## src/rtl/sprite_animation_frame_sequencer_top_defines.svh

```systemverilog
// Assertion macros for the sprite animation frame sequencer.
`ifndef SPRITE_ANIMATION_FRAME_SEQUENCER_TOP_DEFINES_SVH
`define SPRITE_ANIMATION_FRAME_SEQUENCER_TOP_DEFINES_SVH

`ifndef SYNTHESIS
`define SAFS_ASSERT(label, clk, rstn, prop, msg) \
    label: assert property (@(posedge clk) disable iff (!rstn) (prop)) else $error(msg);
`define SAFS_ASSERT_NEXT(label, clk, rstn, ante, cons, msg) \
    label: assert property (@(posedge clk) disable iff (!rstn) (ante) |=> (cons)) \
        else $error(msg);
`else
`define SAFS_ASSERT(label, clk, rstn, prop, msg)
`define SAFS_ASSERT_NEXT(label, clk, rstn, ante, cons, msg)
`endif

`endif

```

## src/rtl/safs_pkg.sv

```systemverilog
// Types and constants shared by the sprite animation frame sequencer.
package safs_pkg;

    localparam int IN_TDATA_W  = 24;
    localparam int OUT_TDATA_W = 40;
    localparam int APB_ADDR_W  = 5;
    localparam int APB_DATA_W  = 32;

    localparam int ELAPSED_W = 20;
    localparam int ACC_W     = 32;
    localparam int FRAME_W   = 6;
    localparam int SX_W      = 14;
    localparam int SY_W      = 15;
    localparam int PROD_W    = 16;

    localparam int FCOUNT_W = 7;
    localparam int PERIOD_W = 21;
    localparam int OFFX_W   = 5;
    localparam int OFFY_W   = 4;
    localparam int TPR_W    = 5;
    localparam int TILE_W   = 9;

    localparam logic [FCOUNT_W-1:0] FCOUNT_RST = 7'd8;
    localparam logic [PERIOD_W-1:0] PERIOD_RST = 21'd200000;
    localparam logic [OFFX_W-1:0]   OFFX_RST   = '0;
    localparam logic [OFFY_W-1:0]   OFFY_RST   = '0;
    localparam logic [TPR_W-1:0]    TPR_RST    = 5'd4;
    localparam logic [TILE_W-1:0]   TILEW_RST  = 9'd64;
    localparam logic [TILE_W-1:0]   TILEH_RST  = 9'd64;

    localparam logic [FCOUNT_W-1:0] FRAME_LIMIT = 7'd64;
    localparam logic [PROD_W-1:0]   SX_MAX      = 16'd16383;
    localparam logic [PROD_W-1:0]   SY_MAX      = 16'd32767;
    localparam logic [2:0]          DIV_LAST    = 3'd5;

    typedef enum logic [2:0] {
        ST_IDLE,
        ST_ADD,
        ST_CMP,
        ST_DIV,
        ST_MULX,
        ST_MULY,
        ST_DONE
    } state_t;

    typedef enum logic [2:0] {
        REG_FRAME_COUNT,
        REG_TICK_PERIOD,
        REG_OFFSET_X,
        REG_OFFSET_Y,
        REG_TILES_PER_ROW,
        REG_TILE_WIDTH,
        REG_TILE_HEIGHT
    } reg_idx_t;

endpackage

```

## src/rtl/sprite_animation_frame_sequencer_top.sv

```systemverilog
// Sprite animation frame sequencer: tick accumulator, frame counter, tile origin.
//
//  port group | dir | beat contents
//  s_*        | in  | elapsed_us
//  m_*        | out | frame_index, advanced, source_x, source_y
//  APB        | in  | register writes and reads
//
//  Each beat passes through add, compare, six divide steps, two multiplies,
//  load of the output register and return to idle. The divide of the frame by
//  tiles_per_row runs one bit per cycle on the shared adder.
//  Reset is synchronous on aresetn low and restores the configuration registers,
//  the accumulator, the frame index, the sequencer state and the output valid.
//  A result held by m_tready low stalls the sequencer in its final step.
`include "sprite_animation_frame_sequencer_top_defines.svh"

module sprite_animation_frame_sequencer_top (
    input  logic                              aclk,
    input  logic                              aresetn,
    input  logic                              s_tvalid,
    output logic                              s_tready,
    // [19:0] elapsed_us
    input  logic [safs_pkg::IN_TDATA_W-1:0]   s_tdata,
    output logic                              m_tvalid,
    input  logic                              m_tready,
    // [5:0] frame_index, [6] advanced, [20:7] source_x, [35:21] source_y
    output logic [safs_pkg::OUT_TDATA_W-1:0]  m_tdata,
    input  logic                              psel,
    input  logic                              penable,
    input  logic                              pwrite,
    input  logic [safs_pkg::APB_ADDR_W-1:0]   paddr,
    input  logic [safs_pkg::APB_DATA_W-1:0]   pwdata,
    output logic [safs_pkg::APB_DATA_W-1:0]   prdata,
    output logic                              pready
);
    import safs_pkg::*;

    state_t state_reg, state_next;

    logic [FCOUNT_W-1:0] fcount_reg, fcount_next;
    logic [PERIOD_W-1:0] period_reg, period_next;
    logic [OFFX_W-1:0]   offx_reg, offx_next;
    logic [OFFY_W-1:0]   offy_reg, offy_next;
    logic [TPR_W-1:0]    tpr_reg, tpr_next;
    logic [TILE_W-1:0]   tilew_reg, tilew_next;
    logic [TILE_W-1:0]   tileh_reg, tileh_next;

    logic [ELAPSED_W-1:0] elapsed_reg, elapsed_next;
    logic [ACC_W-1:0]     acc_reg, acc_next;
    logic [FRAME_W-1:0]   frame_reg, frame_next;
    logic                 adv_reg, adv_next;
    logic [FRAME_W-1:0]   quo_reg, quo_next;
    logic [TPR_W-1:0]     rem_reg, rem_next;
    logic [2:0]           cnt_reg, cnt_next;
    logic [SX_W-1:0]      sx_reg, sx_next;
    logic [SY_W-1:0]      sy_reg, sy_next;
    logic                 m_tvalid_reg, m_tvalid_next;
    logic [OUT_TDATA_W-1:0] m_tdata_reg, m_tdata_next;

    logic                 in_beat;
    logic                 out_load;
    logic                 cfg_we;
    reg_idx_t             cfg_idx;

    logic [ACC_W-1:0]     alu_a, alu_b;
    logic                 alu_sub;
    logic [ACC_W:0]       alu_res;
    logic                 alu_carry;

    logic [FRAME_W:0]     mul_a;
    logic [TILE_W-1:0]    mul_b;
    logic [PROD_W-1:0]    mul_p;

    logic [TPR_W-1:0]     tpr_eff;
    logic [FCOUNT_W-1:0]  limit;
    logic [FCOUNT_W-1:0]  frame_inc;
    logic [FRAME_W-1:0]   frame_wrap;
    logic [TPR_W:0]       div_part;
    logic [OFFX_W:0]      col;
    logic [FRAME_W:0]     row;

    assign pready  = 1'b1;
    assign cfg_we  = psel && penable && pwrite;
    assign cfg_idx = reg_idx_t'(paddr[4:2]);
    assign in_beat = s_tvalid && s_tready;

    assign tpr_eff    = (tpr_reg == '0) ? TPR_W'(1) : tpr_reg;
    assign limit      = (fcount_reg > FRAME_LIMIT) ? FRAME_LIMIT : fcount_reg;
    assign frame_inc  = {1'b0, frame_reg} + FCOUNT_W'(1);
    assign frame_wrap = (frame_inc >= limit) ? '0 : frame_inc[FRAME_W-1:0];
    assign div_part   = {rem_reg, quo_reg[FRAME_W-1]};
    assign col        = {1'b0, offx_reg} + {1'b0, rem_reg};
    assign row        = {3'b000, offy_reg} + {1'b0, quo_reg};

    // shared add/subtract unit
    always_comb begin
        alu_a   = '0;
        alu_b   = '0;
        alu_sub = 1'b0;
        unique case (state_reg)
            ST_ADD: begin
                alu_a = acc_reg;
                alu_b = {{(ACC_W-ELAPSED_W){1'b0}}, elapsed_reg};
            end
            ST_CMP: begin
                alu_a   = acc_reg;
                alu_b   = {{(ACC_W-PERIOD_W){1'b0}}, period_reg};
                alu_sub = 1'b1;
            end
            ST_DIV: begin
                alu_a   = {{(ACC_W-TPR_W-1){1'b0}}, div_part};
                alu_b   = {{(ACC_W-TPR_W){1'b0}}, tpr_eff};
                alu_sub = 1'b1;
            end
            default: ;
        endcase
    end

    assign alu_res   = {1'b0, alu_a} + {1'b0, (alu_sub ? ~alu_b : alu_b)}
                     + {{ACC_W{1'b0}}, alu_sub};
    assign alu_carry = alu_res[ACC_W];

    // shared multiplier
    always_comb begin
        if (state_reg == ST_MULY) begin
            mul_a = row;
            mul_b = tileh_reg;
        end else begin
            mul_a = {1'b0, col};
            mul_b = tilew_reg;
        end
    end

    assign mul_p = PROD_W'(mul_a) * PROD_W'(mul_b);

    // next state
    always_comb begin
        state_next = state_reg;
        unique case (state_reg)
            ST_IDLE: if (s_tvalid) state_next = ST_ADD;
            ST_ADD:  state_next = ST_CMP;
            ST_CMP:  state_next = ST_DIV;
            ST_DIV:  if (cnt_reg == DIV_LAST) state_next = ST_MULX;
            ST_MULX: state_next = ST_MULY;
            ST_MULY: state_next = ST_DONE;
            ST_DONE: if (!m_tvalid_reg || m_tready) state_next = ST_IDLE;
            default: state_next = ST_IDLE;
        endcase
    end

    // handshake outputs
    always_comb begin
        s_tready = (state_reg == ST_IDLE);
        out_load = (state_reg == ST_DONE) && (!m_tvalid_reg || m_tready);
    end

    // datapath and registers
    always_comb begin
        fcount_next   = fcount_reg;
        period_next   = period_reg;
        offx_next     = offx_reg;
        offy_next     = offy_reg;
        tpr_next      = tpr_reg;
        tilew_next    = tilew_reg;
        tileh_next    = tileh_reg;
        elapsed_next  = elapsed_reg;
        acc_next      = acc_reg;
        frame_next    = frame_reg;
        adv_next      = adv_reg;
        quo_next      = quo_reg;
        rem_next      = rem_reg;
        cnt_next      = cnt_reg;
        sx_next       = sx_reg;
        sy_next       = sy_reg;
        m_tdata_next  = m_tdata_reg;
        m_tvalid_next = m_tvalid_reg;

        if (cfg_we) begin
            unique case (cfg_idx)
                REG_FRAME_COUNT:   fcount_next = pwdata[FCOUNT_W-1:0];
                REG_TICK_PERIOD:   period_next = pwdata[PERIOD_W-1:0];
                REG_OFFSET_X:      offx_next   = pwdata[OFFX_W-1:0];
                REG_OFFSET_Y:      offy_next   = pwdata[OFFY_W-1:0];
                REG_TILES_PER_ROW: tpr_next    = pwdata[TPR_W-1:0];
                REG_TILE_WIDTH:    tilew_next  = pwdata[TILE_W-1:0];
                REG_TILE_HEIGHT:   tileh_next  = pwdata[TILE_W-1:0];
                default: ;
            endcase
        end

        if (in_beat) begin
            elapsed_next = s_tdata[ELAPSED_W-1:0];
        end

        case (state_reg)
            ST_ADD: begin
                acc_next = alu_carry ? {ACC_W{1'b1}} : alu_res[ACC_W-1:0];
            end
            ST_CMP: begin
                rem_next = '0;
                cnt_next = '0;
                if (alu_carry && (alu_res[ACC_W-1:0] != '0)) begin
                    acc_next   = alu_res[ACC_W-1:0];
                    adv_next   = 1'b1;
                    frame_next = frame_wrap;
                    quo_next   = frame_wrap;
                end else begin
                    adv_next = 1'b0;
                    quo_next = frame_reg;
                end
            end
            ST_DIV: begin
                rem_next = alu_carry ? alu_res[TPR_W-1:0] : div_part[TPR_W-1:0];
                quo_next = {quo_reg[FRAME_W-2:0], alu_carry};
                cnt_next = cnt_reg + 3'd1;
            end
            ST_MULX: begin
                sx_next = (mul_p > SX_MAX) ? SX_MAX[SX_W-1:0] : mul_p[SX_W-1:0];
            end
            ST_MULY: begin
                sy_next = (mul_p > SY_MAX) ? SY_MAX[SY_W-1:0] : mul_p[SY_W-1:0];
            end
            default: ;
        endcase

        if (out_load) begin
            m_tdata_next  = {4'b0000, sy_reg, sx_reg, adv_reg, frame_reg};
            m_tvalid_next = 1'b1;
        end else if (m_tready) begin
            m_tvalid_next = 1'b0;
        end
    end

    always_ff @(posedge aclk) begin
        if (!aresetn) begin
            state_reg    <= ST_IDLE;
            fcount_reg   <= FCOUNT_RST;
            period_reg   <= PERIOD_RST;
            offx_reg     <= OFFX_RST;
            offy_reg     <= OFFY_RST;
            tpr_reg      <= TPR_RST;
            tilew_reg    <= TILEW_RST;
            tileh_reg    <= TILEH_RST;
            acc_reg      <= '0;
            frame_reg    <= '0;
            cnt_reg      <= '0;
            m_tvalid_reg <= 1'b0;
        end else begin
            state_reg    <= state_next;
            fcount_reg   <= fcount_next;
            period_reg   <= period_next;
            offx_reg     <= offx_next;
            offy_reg     <= offy_next;
            tpr_reg      <= tpr_next;
            tilew_reg    <= tilew_next;
            tileh_reg    <= tileh_next;
            acc_reg      <= acc_next;
            frame_reg    <= frame_next;
            cnt_reg      <= cnt_next;
            m_tvalid_reg <= m_tvalid_next;
        end
    end

    always_ff @(posedge aclk) begin
        elapsed_reg <= elapsed_next;
        adv_reg     <= adv_next;
        quo_reg     <= quo_next;
        rem_reg     <= rem_next;
        sx_reg      <= sx_next;
        sy_reg      <= sy_next;
        m_tdata_reg <= m_tdata_next;
    end

    // register readback
    always_comb begin
        prdata = '0;
        unique case (cfg_idx)
            REG_FRAME_COUNT:   prdata = {{(APB_DATA_W-FCOUNT_W){1'b0}}, fcount_reg};
            REG_TICK_PERIOD:   prdata = {{(APB_DATA_W-PERIOD_W){1'b0}}, period_reg};
            REG_OFFSET_X:      prdata = {{(APB_DATA_W-OFFX_W){1'b0}}, offx_reg};
            REG_OFFSET_Y:      prdata = {{(APB_DATA_W-OFFY_W){1'b0}}, offy_reg};
            REG_TILES_PER_ROW: prdata = {{(APB_DATA_W-TPR_W){1'b0}}, tpr_reg};
            REG_TILE_WIDTH:    prdata = {{(APB_DATA_W-TILE_W){1'b0}}, tilew_reg};
            REG_TILE_HEIGHT:   prdata = {{(APB_DATA_W-TILE_W){1'b0}}, tileh_reg};
            default:           prdata = '0;
        endcase
    end

    assign m_tvalid = m_tvalid_reg;
    assign m_tdata  = m_tdata_reg;

    `SAFS_ASSERT_NEXT(a_busy_after_beat, aclk, aresetn, in_beat, !s_tready,
        "ready after beat")
    `SAFS_ASSERT(a_load_from_done, aclk, aresetn,
        $rose(m_tvalid) |-> $past(state_reg == ST_DONE), "result not from final step")
    `SAFS_ASSERT(a_div_count, aclk, aresetn,
        (state_reg == ST_DIV) |-> (cnt_reg <= DIV_LAST), "divide count overrun")

endmodule

```

## config.mk

```make
export PLATFORM = sky130hd
export DESIGN_NAME = sprite_animation_frame_sequencer_top
export DESIGN_NICKNAME = d
export VERILOG_FILES = /design/src/rtl/safs_pkg.sv /design/src/rtl/sprite_animation_frame_sequencer_top.sv
export VERILOG_INCLUDE_DIRS = /design/src /design/src/rtl
export SDC_FILE = /design/constraint.sdc
export NUM_CORES = 1
export LEC_CHECK = 0
export BUFFER_PORTS_ARGS = -buffer_cell sky130_fd_sc_hd__buf_2
export CORE_MARGIN = 2
export CORE_UTILIZATION = 65
export DETAILED_ROUTE_END_ITERATION = 8
export PLACE_DENSITY = 0.87
export RECOVER_POWER = 50
export SLEW_MARGIN = 0
export SYNTH_ARGS = -nofsm -noshare
export SYNTH_HDL_FRONTEND = slang
export SYNTH_SLANG_ARGS = --single-unit
```

## constraint.sdc

```tcl
create_clock -name aclk -period 16.8 [get_ports aclk]
set_input_delay 0.84 -clock aclk [delete_from_list [all_inputs] [get_ports aclk]]
set_output_delay 0.84 -clock aclk [all_outputs]
set_load 0.1 [all_outputs]
```

==> flow_metrics.tcl <==
set metrics [dict create \
    status "complete, but fails checks" \
    finalSetupViolCount 0 \
    antenna_found_initial 0 \
    cts_setup_buffers 0 \
    cts_hold_buf 0 \
    cts_tree "built" \
    post-route-period-util_pct 49.7 \
    die_w_um 148 \
    wire_per_inst_um 18.9 \
    drtIter0Drc 1128 \
    drc 0 \
    yosysWarningCount 0 \
    slowest_stage "xor2_1" \
    totalPowerFinal_mw 1.28 \
    grt_max_degree 64 \
    finalMaxSlewViolations 126 \
    die_h_um 148 \
    dp_hpwl_mm 25.4 \
    cts_root_buffer "clkbuf_16" \
    required_ns 16.99 \
    leakage_nw 6.28 \
    crit_path_cell_trace "nor2b_1, nand2_1, buf_4, inv_1, nand4_1, or2_2, fa_1, fa_1, inv_1, fa_1, inv_1, fa_1, inv_1, ha_1, a21oi_1, o21ai_0, nand4_1, a31oi_1, a21o_1, a21oi_1, xor2_1, o21ai_0" \
    holdWs_ns 0.419 \
    drive_gt1_share_pct 10.0 \
    largest_reg_flops 36 \
    clockBufferDepth 3 \
    slew_headroom_pct -56.8 \
    synth_cells 1491 \
    synth_compound_area_share_pct 16.5 \
    via_per_inst 6.22 \
    syn_area_mm2 0.0135 \
    core_area_mm2 0.0203 \
    muxShareOfSynthArea_pct 5.84 \
    slowest_delay_ns 0.79 \
    final_design_area_no_fill_mm2 0.0147 \
    layout_common_cells "nand2_1 (180), nor2_1 (145), dfxtp_1 (105)" \
    die_area_mm2 0.0219 \
    finalNetCount 1746 \
    num_io_pins 143 \
    grt_setup_unrepaired "no" \
    maxCapViolations 3 \
    instances_no_fill 1844 \
    overflow 0 \
    grt_pass1_vias 10800 \
    cts_buffers 23 \
    fillCellCount 1527 \
    synth_ff_type "dfxtp_1" \
    period_needed_ns 8.35 \
    ys_ff_latch 202 \
    synth_cell_type_count 85 \
    crit_type "flop to flop" \
    irDropWorstVdd_mv 0.0742 \
    synthAdderAreaFrac_pct 13.3 \
    path_buf_inv 5 \
    grt_usage_pct 31.6 \
    synth_simple_gate_area_share_pct 18.3 \
    synth_top_family_by_area "simple AND/OR/NAND/NOR gates" \
    io_buffers 109 \
    fmaxAchievable_ghz 0.120 \
    yosysSeqAreaShare_pct 37.2 \
    worstPathArrival_ns 8.54 \
    via_count 11500 \
    finalSetupTns_ns 0 \
    critPathMaxFanout 27 \
    hold_violations 0 \
    reg2reg_slack_ns 8.45 \
    synth_edf_count 97 \
    cp-end-kind "flop" \
    start_util_pct 66.3 \
    post_cts_resized 0 \
    violations "max-capacitance violations, max-slew violations" \
    drtAntennaViolNets 0 \
    power_density_mw_per_mm2 86.7 \
    worst_clock_skew_ns 0.0316 \
    drtPass1Iterations 8 \
    clkLatencyLatePin_ns 0.53 \
    dp.cells 1802 \
    place_congestion 0.947 \
    critical_path.top_delay_family "adder cells" \
    drt-total-wl_mm 34.8 \
    synthArstFlopShare_pct 0 \
    diodes 0 \
    worst_setup_path_start_kind "flop" \
    syn2layout_area_growth_pct 9.53 \
    hp-class "flop to flop" \
    clkSinkCount 202 \
    grt_pass1_wl_mm 55.9 \
    clk_pin_slew_ns 0.06 \
    final_common_cell "nand2_1" \
    cts.htree.levels 1 \
    tightestPinTransition_ns 2.35 \
    placed_area_mm2 0.0141 \
    synth-xor-area-share_pct 2.86 \
    rows 52 \
    syn_area_per_cell_um2 9.03 \
]
## power breakdown
| group | total (mW) | internal (mW) | switching (mW) |
|---|---|---|---|
| sequential | 0.545 | 0.534 | 0.0114 |
| clock | 0.498 | 0.292 | 0.206 |
| combinational | 0.235 | 0.0719 | 0.163 |
## cell usage after synthesis (all sizes together) (9+ instances only)
cell,n,share of area (%)
clkbuf,49,1.4
edfxtp,97,22
nand3,22,0.82
or2,22,1.0
fa,37,5.5
ha,84,7.8
xnor2,25,1.6
buf,41,1.9
xor2,19,1.2
nand2,180,5.0
mux2i,65,4.8
a22oi,37,2.1
a21o,24,1.3
dfxtp,105,16
nand4,16,0.74
nor2,145,4.0
a31oi,16,0.74
nor3,29,1.1
and3,9,0.42
o211ai,12,0.67
and2,37,1.7
a21oi,101,3.8
nand2b,19,0.88
o21ai,73,2.7
inv,93,2.6
o21a,14,0.78
nor2b,13,0.66
## worst paths after layout
| kind | startpoint | end | depth (start not counted) |
|---|---|---|---|
| hold / removal | sy_reg[5] | m_tdata[26] | 0 |
| setup / recovery | state_reg[1] | sy_reg[0] | 22 |
| hold reg to reg | sy_reg[5] | m_tdata[26] | 0 |
| setup reg to reg | state_reg[1] | sy_reg[0] | 22 |
## routing by layer
metal / vias to the layer above / GRT usage [%] / part of all wire (%)
met3: 88 / 3.58 / 7.4
li1: 5359 / - / -
met1: 5446 / 42.5 / 42
met5: - / 0 / 0
met4: 0 / 11.3 / 3.4
met2: 573 / 53.4 / 47
## worst register-to-register path: cells and delay by family (launching register included)
kind / cells / cell delay (ns)
AOI/OAI and AO/OA: 6 / 1.24
buffers and inverters: 5 / 0.97
and+or+nand+nor: 5 / 2.03
DFF: 1 / 0.58
xor gates and xnor gates: 1 / 0.79
adders and majority gates: 5 / 2.42
## metrics by stage
step	setup WS, ns	utilization, %
after global placement	8.80	69.2
after CTS	8.50	73.0
final	8.45	72.6
after detailed placement	8.54	69.2
after global routing	7.84	72.6
after floorplan	9.99	-
## cell type report
cell class              instances  area (µm²)  share of cell area [%]
repair buffers                117         548                    3.72
clock buffers                  29         608                    4.12
flip-flops and latches        202        5010                    34.0
clock inverters                13         145                   0.984
inverters                      94         353                    2.39
multi-input cells            1119        7740                    52.5
well taps                     270         338                    2.29
## logic make-up (layout without fill, tap and decap cells)
group / count (synthesis) / count (layout)
AOI/OAI and AO/OA: 340 / 340
xor gates and xnor gates: 44 / 44
adders and majority gates: 121 / 121
buffers and inverters: 184 / 253
DFF: 202 / 202
muxes: 74 / 74
other: 2 / 16
and+or+nand+nor: 524 / 524
(Power assumes the default switching activity.)
